--- src/gfp_pkg.sv ---
// Shared types and constants for the gyro frame parser.
// No dependencies; every other file imports this package.
package gfp_pkg;

    localparam int unsigned BYTE_W      = 8;
    localparam int unsigned ANGLE_W     = 18;
    localparam int unsigned CFG_IDX_W   = 3;
    localparam int unsigned ANGLE_BYTES = 3;

    // Payload offset of the first stored angle byte.
    localparam logic [BYTE_W-1:0] ANGLE_OFFSET = 8'd6;

    // Shortest payload, used when the length byte is below five.
    localparam logic [BYTE_W-1:0] MIN_PAYLOAD  = 8'd1;
    localparam logic [BYTE_W-1:0] HEADER_BYTES = 8'd4;

    // Register reset values.
    localparam logic [BYTE_W-1:0] SYNC_RST      = 8'h68;
    localparam logic [BYTE_W-1:0] ADDR_RST      = 8'h00;
    localparam logic [BYTE_W-1:0] ANGLE_CMD_RST = 8'h84;
    localparam logic [BYTE_W-1:0] AUX_CMD_RST   = 8'h28;

    // Configuration register indexes.
    localparam logic [CFG_IDX_W-1:0] REG_SYNC      = 3'd0;
    localparam logic [CFG_IDX_W-1:0] REG_ADDR      = 3'd1;
    localparam logic [CFG_IDX_W-1:0] REG_ANGLE_CMD = 3'd2;
    localparam logic [CFG_IDX_W-1:0] REG_AUX_CMD   = 3'd3;

    // Largest angle code that the nibble sum can reach.
    localparam logic [ANGLE_W-1:0] ANGLE_MAX = 18'd166665;

    typedef enum logic [2:0] {
        PH_HUNT  = 3'd0,
        PH_LEN   = 3'd1,
        PH_ADDR  = 3'd2,
        PH_CMD   = 3'd3,
        PH_DATA  = 3'd4,
        PH_CHECK = 3'd5
    } t_phase;

    typedef struct packed {
        logic [BYTE_W-1:0] sync_byte;
        logic [BYTE_W-1:0] device_address;
        logic [BYTE_W-1:0] angle_command;
        logic [BYTE_W-1:0] aux_command;
    } t_cfg;

    typedef logic [ANGLE_BYTES-1:0][BYTE_W-1:0] t_angle_bytes;

    // Status of the byte that the parser currently looks at.
    typedef struct packed {
        logic emit;
        logic frame_ok;
        logic is_angle;
    } t_frame_res;

endpackage

--- src/gyro_frame_parser.sv ---
// Top level of the gyro frame parser: input register, parser, angle
// decoder and result register. Depends on gfp_pkg and the gfp_* modules.
//
//   Channel   Direction  Handshake              Payload
//   input     in         i_valid / o_stall      i_rx_byte
//   result    out        o_valid / i_stall      o_frame_ok, o_is_angle, o_angle_hundredths
//   config    in         i_cfg_valid/o_cfg_ready i_cfg_index, i_cfg_data
//
// One byte per cycle is accepted while o_stall is low. A byte is held in the
// input register and is parsed from there; a checksum byte's result enters the
// result register at the same edge at which the byte leaves the input register.
// Only a checksum byte waits for room in the result register, so o_stall rises
// only while a result is held by i_stall. Reset is synchronous and returns the
// parser to hunting for sync with the default registers.
module gyro_frame_parser
    import gfp_pkg::*;
#(
    parameter logic [BYTE_W-1:0] ANGLE_OFS = ANGLE_OFFSET
)
(
    input  logic                 i_clk,
    input  logic                 i_rst_n,
    input  logic                 i_valid,
    output logic                 o_stall,
    input  logic [BYTE_W-1:0]    i_rx_byte,
    output logic                 o_valid,
    input  logic                 i_stall,
    output logic                 o_frame_ok,
    output logic                 o_is_angle,
    output logic [ANGLE_W-1:0]   o_angle_hundredths,
    input  logic                 i_cfg_valid,
    output logic                 o_cfg_ready,
    input  logic [CFG_IDX_W-1:0] i_cfg_index,
    input  logic [BYTE_W-1:0]    i_cfg_data
);

    t_cfg               cfg;
    t_frame_res         res;
    t_angle_bytes       abytes;
    logic [ANGLE_W-1:0] angle;

    logic               r_in_valid;
    logic [BYTE_W-1:0]  r_in_byte;
    logic               r_out_valid;
    logic               r_out_ok;
    logic               r_out_ang;
    logic [ANGLE_W-1:0] r_out_angle;

    logic               out_free;
    logic               adv;
    logic               in_xfer;

    gfp_cfg_regs u_cfg (
        .i_clk       (i_clk),
        .i_rst_n     (i_rst_n),
        .i_cfg_valid (i_cfg_valid),
        .o_cfg_ready (o_cfg_ready),
        .i_cfg_index (i_cfg_index),
        .i_cfg_data  (i_cfg_data),
        .o_cfg       (cfg)
    );

    gfp_parser #(
        .ANGLE_OFS (ANGLE_OFS)
    ) u_parser (
        .i_clk         (i_clk),
        .i_rst_n       (i_rst_n),
        .i_adv         (adv),
        .i_byte        (r_in_byte),
        .i_cfg         (cfg),
        .o_res         (res),
        .o_angle_bytes (abytes)
    );

    gfp_angle_dec u_dec (
        .i_bytes (abytes),
        .o_angle (angle)
    );

    assign out_free = !r_out_valid || !i_stall;
    assign adv      = r_in_valid && (!res.emit || out_free);
    assign o_stall  = r_in_valid && !adv;
    assign in_xfer  = i_valid && !o_stall;

    always_ff @(posedge i_clk) begin
        if (!i_rst_n) begin
            r_in_valid <= 1'b0;
        end else if (in_xfer) begin
            r_in_valid <= 1'b1;
        end else if (adv) begin
            r_in_valid <= 1'b0;
        end
    end

    always_ff @(posedge i_clk) begin
        if (in_xfer) begin
            r_in_byte <= i_rx_byte;
        end
    end

    always_ff @(posedge i_clk) begin
        if (!i_rst_n) begin
            r_out_valid <= 1'b0;
        end else if (adv && res.emit) begin
            r_out_valid <= 1'b1;
        end else if (!i_stall) begin
            r_out_valid <= 1'b0;
        end
    end

    // The angle is only reported for a good angle frame.
    always_ff @(posedge i_clk) begin
        if (adv && res.emit) begin
            r_out_ok    <= res.frame_ok;
            r_out_ang   <= res.is_angle;
            r_out_angle <= (res.frame_ok && res.is_angle) ? angle : '0;
        end
    end

    assign o_valid            = r_out_valid;
    assign o_frame_ok         = r_out_ok;
    assign o_is_angle         = r_out_ang;
    assign o_angle_hundredths = r_out_angle;

endmodule

--- src/gfp_cfg_regs.sv ---
// Configuration register file of the gyro frame parser.
// Depends on gfp_pkg.
module gfp_cfg_regs
    import gfp_pkg::*;
(
    input  logic                 i_clk,
    input  logic                 i_rst_n,
    input  logic                 i_cfg_valid,
    output logic                 o_cfg_ready,
    input  logic [CFG_IDX_W-1:0] i_cfg_index,
    input  logic [BYTE_W-1:0]    i_cfg_data,
    output t_cfg                 o_cfg
);

    t_cfg r_cfg;

    assign o_cfg_ready = 1'b1;
    assign o_cfg       = r_cfg;

    always_ff @(posedge i_clk) begin
        if (!i_rst_n) begin
            r_cfg.sync_byte      <= SYNC_RST;
            r_cfg.device_address <= ADDR_RST;
            r_cfg.angle_command  <= ANGLE_CMD_RST;
            r_cfg.aux_command    <= AUX_CMD_RST;
        end else if (i_cfg_valid) begin
            // Writes to indexes past the last register are dropped.
            case (i_cfg_index)
                REG_SYNC:      r_cfg.sync_byte      <= i_cfg_data;
                REG_ADDR:      r_cfg.device_address <= i_cfg_data;
                REG_ANGLE_CMD: r_cfg.angle_command  <= i_cfg_data;
                REG_AUX_CMD:   r_cfg.aux_command    <= i_cfg_data;
                default:       r_cfg                <= r_cfg;
            endcase
        end
    end

endmodule

--- src/gfp_parser.sv ---
// Frame state machine: phase, running checksum, length, payload index
// and the stored angle bytes. Depends on gfp_pkg.
module gfp_parser
    import gfp_pkg::*;
#(
    parameter logic [BYTE_W-1:0] ANGLE_OFS = ANGLE_OFFSET
)
(
    input  logic              i_clk,
    input  logic              i_rst_n,
    input  logic              i_adv,
    input  logic [BYTE_W-1:0] i_byte,
    input  t_cfg              i_cfg,
    output t_frame_res        o_res,
    output t_angle_bytes      o_angle_bytes
);

    t_phase            r_phase,  n_phase;
    logic [BYTE_W-1:0] r_sum,    n_sum;
    logic [BYTE_W-1:0] r_len,    n_len;
    logic [BYTE_W-1:0] r_idx,    n_idx;
    logic              r_angfl,  n_angfl;
    t_angle_bytes      r_abytes, n_abytes;

    logic              cmd_angle;
    logic              cmd_aux;
    logic [BYTE_W:0]   pos_next;
    logic [BYTE_W:0]   need;
    logic [BYTE_W:0]   off_lo;
    logic [BYTE_W:0]   off_hi;
    logic [BYTE_W-1:0] rel;
    logic              in_window;
    logic [BYTE_W-1:0] sum_add;

    assign cmd_angle = (i_byte == i_cfg.angle_command);
    assign cmd_aux   = (i_byte == i_cfg.aux_command);
    assign sum_add   = r_sum + i_byte;
    assign pos_next  = {1'b0, r_idx} + {{BYTE_W{1'b0}}, 1'b1};
    assign need      = (r_len > HEADER_BYTES) ? {1'b0, r_len - HEADER_BYTES}
                                              : {1'b0, MIN_PAYLOAD};
    assign off_lo    = {1'b0, ANGLE_OFS};
    assign off_hi    = off_lo + (BYTE_W+1)'(ANGLE_BYTES);
    assign in_window = ({1'b0, r_idx} >= off_lo) && ({1'b0, r_idx} < off_hi);
    assign rel       = r_idx - ANGLE_OFS;

    // Next phase.
    always_comb begin
        n_phase = r_phase;
        case (r_phase)
            PH_HUNT:  if (i_byte == i_cfg.sync_byte) n_phase = PH_LEN;
            PH_LEN:   n_phase = PH_ADDR;
            PH_ADDR:  n_phase = (i_byte == i_cfg.device_address) ? PH_CMD : PH_HUNT;
            PH_CMD:   n_phase = (cmd_angle || cmd_aux) ? PH_DATA : PH_HUNT;
            PH_DATA:  if (pos_next >= need) n_phase = PH_CHECK;
            PH_CHECK: n_phase = PH_HUNT;
            default:  n_phase = PH_HUNT;
        endcase
    end

    // Datapath updates and result status.
    always_comb begin
        n_sum    = r_sum;
        n_len    = r_len;
        n_idx    = r_idx;
        n_angfl  = r_angfl;
        n_abytes = r_abytes;
        o_res.emit     = 1'b0;
        o_res.frame_ok = (i_byte == r_sum);
        o_res.is_angle = r_angfl;
        case (r_phase)
            PH_HUNT: begin
                if (i_byte == i_cfg.sync_byte) begin
                    n_sum = '0;
                    n_idx = '0;
                end
            end
            PH_LEN: begin
                n_sum = sum_add;
                n_len = i_byte;
            end
            PH_ADDR: begin
                if (i_byte == i_cfg.device_address) n_sum = sum_add;
            end
            PH_CMD: begin
                if (cmd_angle || cmd_aux) begin
                    n_angfl = cmd_angle;
                    n_sum   = sum_add;
                end
            end
            PH_DATA: begin
                n_sum = sum_add;
                if (in_window) n_abytes[rel[1:0]] = i_byte;
                n_idx = pos_next[BYTE_W-1:0];
            end
            PH_CHECK: begin
                o_res.emit = 1'b1;
                n_sum      = '0;
            end
            default: ;
        endcase
    end

    always_ff @(posedge i_clk) begin
        if (!i_rst_n) begin
            r_phase  <= PH_HUNT;
            r_sum    <= '0;
            r_len    <= '0;
            r_idx    <= '0;
            r_angfl  <= 1'b0;
            r_abytes <= '0;
        end else if (i_adv) begin
            r_phase  <= n_phase;
            r_sum    <= n_sum;
            r_len    <= n_len;
            r_idx    <= n_idx;
            r_angfl  <= n_angfl;
            r_abytes <= n_abytes;
        end
    end

    assign o_angle_bytes = r_abytes;

endmodule

--- src/gfp_angle_dec.sv ---
// Weighted nibble sum that turns the stored angle bytes into hundredths
// of a degree. Depends on gfp_pkg.
module gfp_angle_dec
    import gfp_pkg::*;
(
    input  t_angle_bytes       i_bytes,
    output logic [ANGLE_W-1:0] o_angle
);

    logic [ANGLE_W-1:0] t0, t1, t2, t3, t4;

    // Nibbles are taken as they are, even outside the BCD range.
    assign t0 = ANGLE_W'(i_bytes[0][3:0]) * ANGLE_W'(10000);
    assign t1 = ANGLE_W'(i_bytes[1][7:4]) * ANGLE_W'(1000);
    assign t2 = ANGLE_W'(i_bytes[1][3:0]) * ANGLE_W'(100);
    assign t3 = ANGLE_W'(i_bytes[2][7:4]) * ANGLE_W'(10);
    assign t4 = ANGLE_W'(i_bytes[2][3:0]);

    assign o_angle = t0 + t1 + t2 + t3 + t4;

endmodule

--- config.mk ---
export PLATFORM = sky130hd
export DESIGN_NAME = gyro_frame_parser
export DESIGN_NICKNAME = d
export VERILOG_FILES = /design/src/gfp_pkg.sv /design/src/gyro_frame_parser.sv /design/src/gfp_cfg_regs.sv /design/src/gfp_parser.sv /design/src/gfp_angle_dec.sv
export SDC_FILE = /design/constraint.sdc
export NUM_CORES = 1
export LEC_CHECK = 0
export BUFFER_PORTS_ARGS = -buffer_cell sky130_fd_sc_hd__buf_4
export CAP_MARGIN = 0
export CELL_PAD_IN_SITES_DETAIL_PLACEMENT = 1
export CELL_PAD_IN_SITES_GLOBAL_PLACEMENT = 2
export CORE_UTILIZATION = 40
export DETAILED_ROUTE_END_ITERATION = 8
export PLACE_DENSITY = 0.84
export SLEW_MARGIN = 10
export SYNTH_ARGS = -nofsm -noshare
export SYNTH_HDL_FRONTEND = slang
export SYNTH_HIERARCHICAL = 1
export SYNTH_SLANG_ARGS = --single-unit
export TNS_END_PERCENT = 10
--- constraint.sdc ---
create_clock -name i_clk -period 6.2 [get_ports i_clk]
set_input_delay 0.62 -clock i_clk [delete_from_list [all_inputs] [get_ports i_clk]]
set_output_delay 0.62 -clock i_clk [all_outputs]
set_load 0.1 [all_outputs]
==> results of run 1 <==
==> flip-flops by register name, indices dropped and copies added (netlist names) <==
name	count
u_cfg/o_cfg	32
u_parser/o_angle_bytes	20
o_angle_hundredths	18
r_in_byte	8
u_parser/r_idx	8
u_parser/r_len	8
u_parser/r_sum	8
u_parser/r_phase	3
o_frame_ok	1
o_is_angle	1
o_valid	1
r_in_valid	1
u_parser/r_angfl	1
==> power by group through the flow <==
stage | registers [mW] | logic, mW | clock network [mW]
after floorplan | 0.764 | 0.0716 | 0
after global placement | 0.785 | 0.0788 | 0
after detailed placement | 0.786 | 0.0822 | 0
after CTS | 0.769 | 0.0829 | 0.616
after global routing | 0.770 | 0.0908 | 0.638
final | 0.768 | 0.0837 | 0.595
==> per-stage QoR <==
step	utilization	cells
floorplan	-	814
global placement	0.437	1084
detailed placement	0.437	1084
CTS	0.453	1100
global route	0.453	1100
finish	0.453	1100
==> worst paths after layout <==
check | end | slack (ns) | from | depth (start not counted)
min | r_in_byte[7] | 0.43 | i_rx_byte[7] | 1
min reg2reg | u_cfg/o_cfg[23] | 0.48 | u_cfg/o_cfg[23] | 2
max reg2reg | o_angle_hundredths[16] | 1.0 | u_parser/o_angle_bytes[13] | 21
max | o_angle_hundredths[16] | 1.0 | u_parser/o_angle_bytes[13] | 21
==> worst reg2reg max path, cell delays in order (launching register included) <==
cell and delay, ns:
dfxtp_1 0.39, fa_1 0.64, inv_1 0.11, fa_1 0.52, inv_1 0.04, ha_1 0.32
nor2b_1 0.14, o21ai_0 0.22, a21oi_1 0.11, o21a_1 0.17, nor2_1 0.12, xnor2_1 0.14
ha_1 0.25, ha_1 0.30, ha_1 0.40, a21oi_2 0.24, a31oi_1 0.12, o21ai_1 0.16
o311ai_1 0.12, a21oi_1 0.19, xnor2_1 0.08, and3_1 0.18
==> area by class of cell <==
class | instances | area (sq um) | area share
clock buffer | 11 | 254 | 0.0295
tap | 260 | 325 | 0.0377
inverter | 60 | 225 | 0.0261
timing repair buffer | 47 | 353 | 0.0409
multi-input combinational | 607 | 4930 | 0.572
clock inverter | 5 | 50.0 | 0.00581
sequential | 110 | 2480 | 0.288
==> layer usage <==
layer  routed length, microns  part of all wire  global-route usage
met1                     8350              0.44               0.236
met2                    10000              0.52               0.367
met3                      388             0.020              0.0259
met4                      377             0.020              0.0645
met5                        0                 0                   0
==> out/metrics.yaml, run 1 <==
pwr:
  p_per_area_nw_per_um2: 168
  p_int_mw: 1.09
  power_mw: 1.45
  p_seq_frac: 0.531
  power_frac_comb: 0.058
  clkPwrFrac: 0.411
  switchingPower_uw: 359
  p_sw_frac: 0.248
  p_leak_nw: 3.88
  ir_drop_mv: 0.139
placed_design:
  gp_congestion: 0.829
  portBuffers: 45
  post-dp-hpwl_microns: 14800
  place_ws_ns: 1.01
  placed_area_sq_um: 8310
synthesis:
  synth_area_sq_um: 7890
  synthCells: 814
  yosys_warnings: 6
  syn_area_per_cell_sq_um: 9.69
  syn_nets: 953
worst_setup_path:
  cp.required_ns: 6.31
  worstSetupEndpointType: "flop"
  cpMostUsedCell: "ha_1"
  cp-start-kind: "flop"
  crit_fanout: 7
  cpPeakStageDelay_ns: 0.64
  cp_cell_sequence: "fa_1 > inv_1 > fa_1 > inv_1 > ha_1 > nor2b_1 > o21ai_0 > a21oi_1 > o21a_1 > nor2_1 > xnor2_1 > ha_1 > ha_1 > ha_1 > a21oi_2 > a31oi_1 > o21ai_1 > o311ai_1 > a21oi_1 > xnor2_1 > and3_1"
  cp_slowest_cell: "fa_1"
  path_delay_family: "adder cells"
  path_buf_inv: 2
  worstSetupPathType: "flop to flop"
  cp.arrival_ns: 5.32
sta:
  post-route-min-period_ns: 5.20
  fmax_mhz: 192
  finalSetupTns_ns: 0
  setup_viol: 0
  finalMaxSlewViolations: 0
  rsz0062_at_grt: "no"
  finClkSkew_ns: 0.0119
  finalHoldViolCount: 0
  slew-limit-headroom: 0.221
  min_period_over_period: 0.839
  worst_pin_slew_ns: 1.17
  holdWs_ns: 0.432
  finalWorstSetupSlack_ns: 0.997
drt:
  viasPerCell: 5.23
  remaining_drc_errors: 0
  wl_per_cell_microns: 17.4
  routed_wl_microns: 19100
  drt_iter0_markers: 182
  vias: 5754
  first_pass_iters: 4
  final_antenna_net_count: 0
finish:
  final_cell_mix: "nand2_1 (105), ha_1 (87), dfxtp_1 (82)"
  syn_to_final_growth_pct: 9.33
  n_fill_cell: 2167
  layout.cells.most_common: "nand2_1"
  insertedDiodeCount: 0
  nets: 974
  drive_gt1_frac: 0.106
  postLayoutCellArea_sq_um: 8620
clock_network:
  cts_sinks: 110
  cts_made_buffers: 9
  cts.repair.resized: 0
  clk_path_buf_depth: 2
  post_cts_buffers: 0
  cts_tree: "built"
  cts_root_buf: "clkbuf_16"
  path_clk_slew_ns: 0.08
  htreeDepth: 3
  clock_latency_ns: 0.36
  ctsHoldBuffers: 0
floorplan:
  die_h_microns: 142
  rows: 50
  fp.dieW_microns: 142
  start_util: 0.415
  ios: 47
  design.core.area_sq_um: 19000
  die_area_sq_um: 20300
job:
  drv_cap: 0
status:
  status: "completed"
global_route:
  grt_usage: 0.199
  antenna_found_initial: 0
  grt_pass1_vias: 6129
  grt_start_max_net_pins: 97
  grt_pass1_wl_microns: 31300
  overflow: 0
min_path:
  min_path_type: "primary input to flop"
(Power assumes the default switching activity.)
==> run 2: changes to the inputs <==
--- a/config.mk
+++ b/config.mk
@@ -9,9 +9,9 @@
 export CAP_MARGIN = 0
 export CELL_PAD_IN_SITES_DETAIL_PLACEMENT = 1
 export CELL_PAD_IN_SITES_GLOBAL_PLACEMENT = 2
-export CORE_UTILIZATION = 40
+export CORE_UTILIZATION = 36
 export DETAILED_ROUTE_END_ITERATION = 8
-export PLACE_DENSITY = 0.84
+export PLACE_DENSITY = 0.8
 export SLEW_MARGIN = 10
 export SYNTH_ARGS = -nofsm -noshare
 export SYNTH_HDL_FRONTEND = slang
==> constraint.sdc (replaced) <==
create_clock -name i_clk -period 4.2 [get_ports i_clk]
set_input_delay 0.42 -clock i_clk [delete_from_list [all_inputs] [get_ports i_clk]]
set_output_delay 0.42 -clock i_clk [all_outputs]
set_load 0.1 [all_outputs]
==> out/metrics.yaml, run 2 (synthesized netlist as in run 1, its figures left out) <==
status:
  status: "complete, but fails checks"
  violations: "setup timing"
floorplan:
  fp.dieW_microns: 150  # +5.3%
  die_area_sq_um: 22500  # +11%
  design.core.area_sq_um: 21200  # +12%
  die_h_microns: 150  # +5.3%
  rows: 53  # +6.0%
  ios: 47  # unchanged
  start_util: 0.372  # -0.0430
sta:
  worst_pin_slew_ns: 1.21  # +0.0449 ns
  post-route-min-period_ns: 4.64  # -0.567 ns
  finalHoldViolCount: 0  # unchanged
  min_period_over_period: 1.10  # +0.265
  finClkSkew_ns: 0.0101  # -0.00172 ns
  finalMaxSlewViolations: 0  # unchanged
  finalWorstSetupSlack_ns: -0.435  # -1.43 ns
  slew-limit-headroom: 0.191  # -0.0300
  finalSetupTns_ns: -2.06  # -2.06 ns
  rsz0062_at_grt: "yes"
  holdWs_ns: 0.236  # -0.196 ns
  setup_viol: 9  # +9
  fmax_mhz: 216  # +12%
global_route:
  grt_pass1_wl_microns: 30400  # -2.9%
  grt_pass1_vias: 6207  # +1.3%
  grt_start_max_net_pins: 97  # unchanged
  overflow: 0  # unchanged
  grt_usage: 0.174  # -0.0248
  antenna_found_initial: 0  # unchanged
drt:
  vias: 5789  # +0.61%
  first_pass_iters: 4  # unchanged
  remaining_drc_errors: 0  # unchanged
  wl_per_cell_microns: 16.1  # -7.4%
  final_antenna_net_count: 0  # unchanged
  routed_wl_microns: 18600  # -2.6%
  drt_iter0_markers: 142  # -22%
  viasPerCell: 5.00  # -4.3%
pwr:
  power_mw: 2.13  # +47%
  ir_drop_mv: 0.179  # +29%
  p_per_area_nw_per_um2: 232  # +38%
  p_leak_nw: 4.09  # +5.6%
clock_network:
  path_clk_slew_ns: 0.08  # about the same
  cts_made_buffers: 9  # unchanged
  cts_root_buf: "clkbuf_16"
  htreeDepth: 3  # unchanged
  ctsHoldBuffers: 0  # unchanged
  clock_latency_ns: 0.36  # about the same
  cts_tree: "built"
  clk_path_buf_depth: 2  # unchanged
  cts_sinks: 110  # unchanged
finish:
  syn_to_final_growth_pct: 16.1
  n_fill_cell: 2405  # +11%
  final_util: 0.432  # -0.0217
  final_cell_mix: "nand2_1 (105), buf_4 (88), dfxtp_1 (79), ha_1 (79), inv_1 (57)"
  postLayoutCellArea_sq_um: 9160  # +6.2%
  insertedDiodeCount: 0  # unchanged
  finalNonFillerCells: 1157  # +5.2%
  largest_reg_flops: 32  # unchanged
  drive_gt1_frac: 0.183  # +0.0766
  layout.cells.most_common: "nand2_1"
  nets: 1016  # +4.3%
worst_setup_path:
  cp_slowest_cell: "fa_1"
  path_buf_inv: 3  # +1
  cpMostUsedCell: "ha_4"
  timing.rr.start: "u_parser/o_angle_bytes[15]"
  cp.arrival_ns: 4.75  # -0.57 ns
  path_delay_family: "adder cells"
  cpPeakStageDelay_ns: 0.57  # -0.07 ns
  cp_cell_sequence: "fa_1 > inv_2 > fa_1 > inv_2 > ha_4 > nor2b_4 > o21ai_2 > a21oi_1 > o21a_1 > nor2_1 > xnor2_1 > ha_1 > ha_4 > ha_4 > a21oi_4 > buf_6 > a21oi_2 > or3_4 > o311ai_4 > a31oi_1 > and3_1"
  worstSetupPathType: "flop to flop"
  r2r_end: "o_angle_hundredths[14]"
  worst_r2r_path_depth: 21  # unchanged
  worstSetupEndpointType: "flop"
  rrSetupSlack_ns: -0.44  # -1.43 ns
  cp.required_ns: 4.31  # -2.00 ns
  cp-start-kind: "flop"
  critical_path_depth: 21  # unchanged
  crit_fanout: 7  # unchanged
min_path:
  whs_path_depth: 1  # unchanged
  hold_path_end: "r_in_byte[6]"
  min_path_type: "primary input to flop"
  min_from: "i_rx_byte[6]"
job:
  drv_cap: 0  # unchanged
placed_design:
  portBuffers: 45  # unchanged
  dp.cells: 1136  # +4.8%
  placed_area_sq_um: 8630  # +3.9%
  gp_congestion: 0.825  # -0.45%
  place_ws_ns: -0.607  # -1.62 ns
  post-dp-hpwl_microns: 14000  # -5.0%
[run 2: cell types whose count changed in the layout (fill, tap and decap cells not counted), moves of 3 or more]
cell | before | now
ha_4 | 0 | 8
ha_1 | 87 | 79
dfxtp_1 | 82 | 79
buf_4 | 47 | 88
a21oi_1 | 24 | 19
inv_1 | 60 | 57
a21oi_2 | 3 | 7
inv_2 | 0 | 3
[run 2: how the worst max path moves through the flow]
stage                                          start                endpoint  slack (ns)
after floorplan           u_parser/o_angle_bytes[15]  o_angle_hundredths[16]       -0.34
after global placement    u_parser/o_angle_bytes[15]  o_angle_hundredths[17]       -0.47
after detailed placement  u_parser/o_angle_bytes[15]  o_angle_hundredths[16]       -0.61
after CTS                 u_parser/o_angle_bytes[14]  o_angle_hundredths[16]       -0.36
after global routing      u_parser/o_angle_bytes[15]  o_angle_hundredths[16]       -0.61
final                     u_parser/o_angle_bytes[15]  o_angle_hundredths[14]       -0.44
[run 2: routing by layer]
metal  vias to the layer above  part of all wire  GRT usage
li1                       2896                 -          -
met1                      2816              0.44      0.200
met2                        61              0.52      0.332
met3                        16             0.021     0.0232
met4                         0             0.013     0.0490
met5                         -                 0          0
[run 2: area by class of cell]
cell class / instances / area (sq um) / share of cell area
repair buffers: 89 / 672 / 0.0734
well taps: 275 / 344 / 0.0376
clock inverters: 6 / 52.6 / 0.00574
clock buffers: 10 / 250 / 0.0273
flip-flops and latches: 110 / 2490 / 0.272
multi-input cells: 607 / 5120 / 0.560
inverters: 60 / 225 / 0.0246
[run 2: report_power, final]
group	internal [mW]	total (mW)	switching, mW
logic	0.0594	0.121	0.0613
registers	1.09	1.13	0.0366
clock network	0.448	0.876	0.428
total	1.60	2.13	0.526
[run 2: repair_timing]
action,CTS,global route
buffers inserted,2,3
pin swaps,14,21
gates resized for setup,19,13
endpoints found under the setup margin,9,9
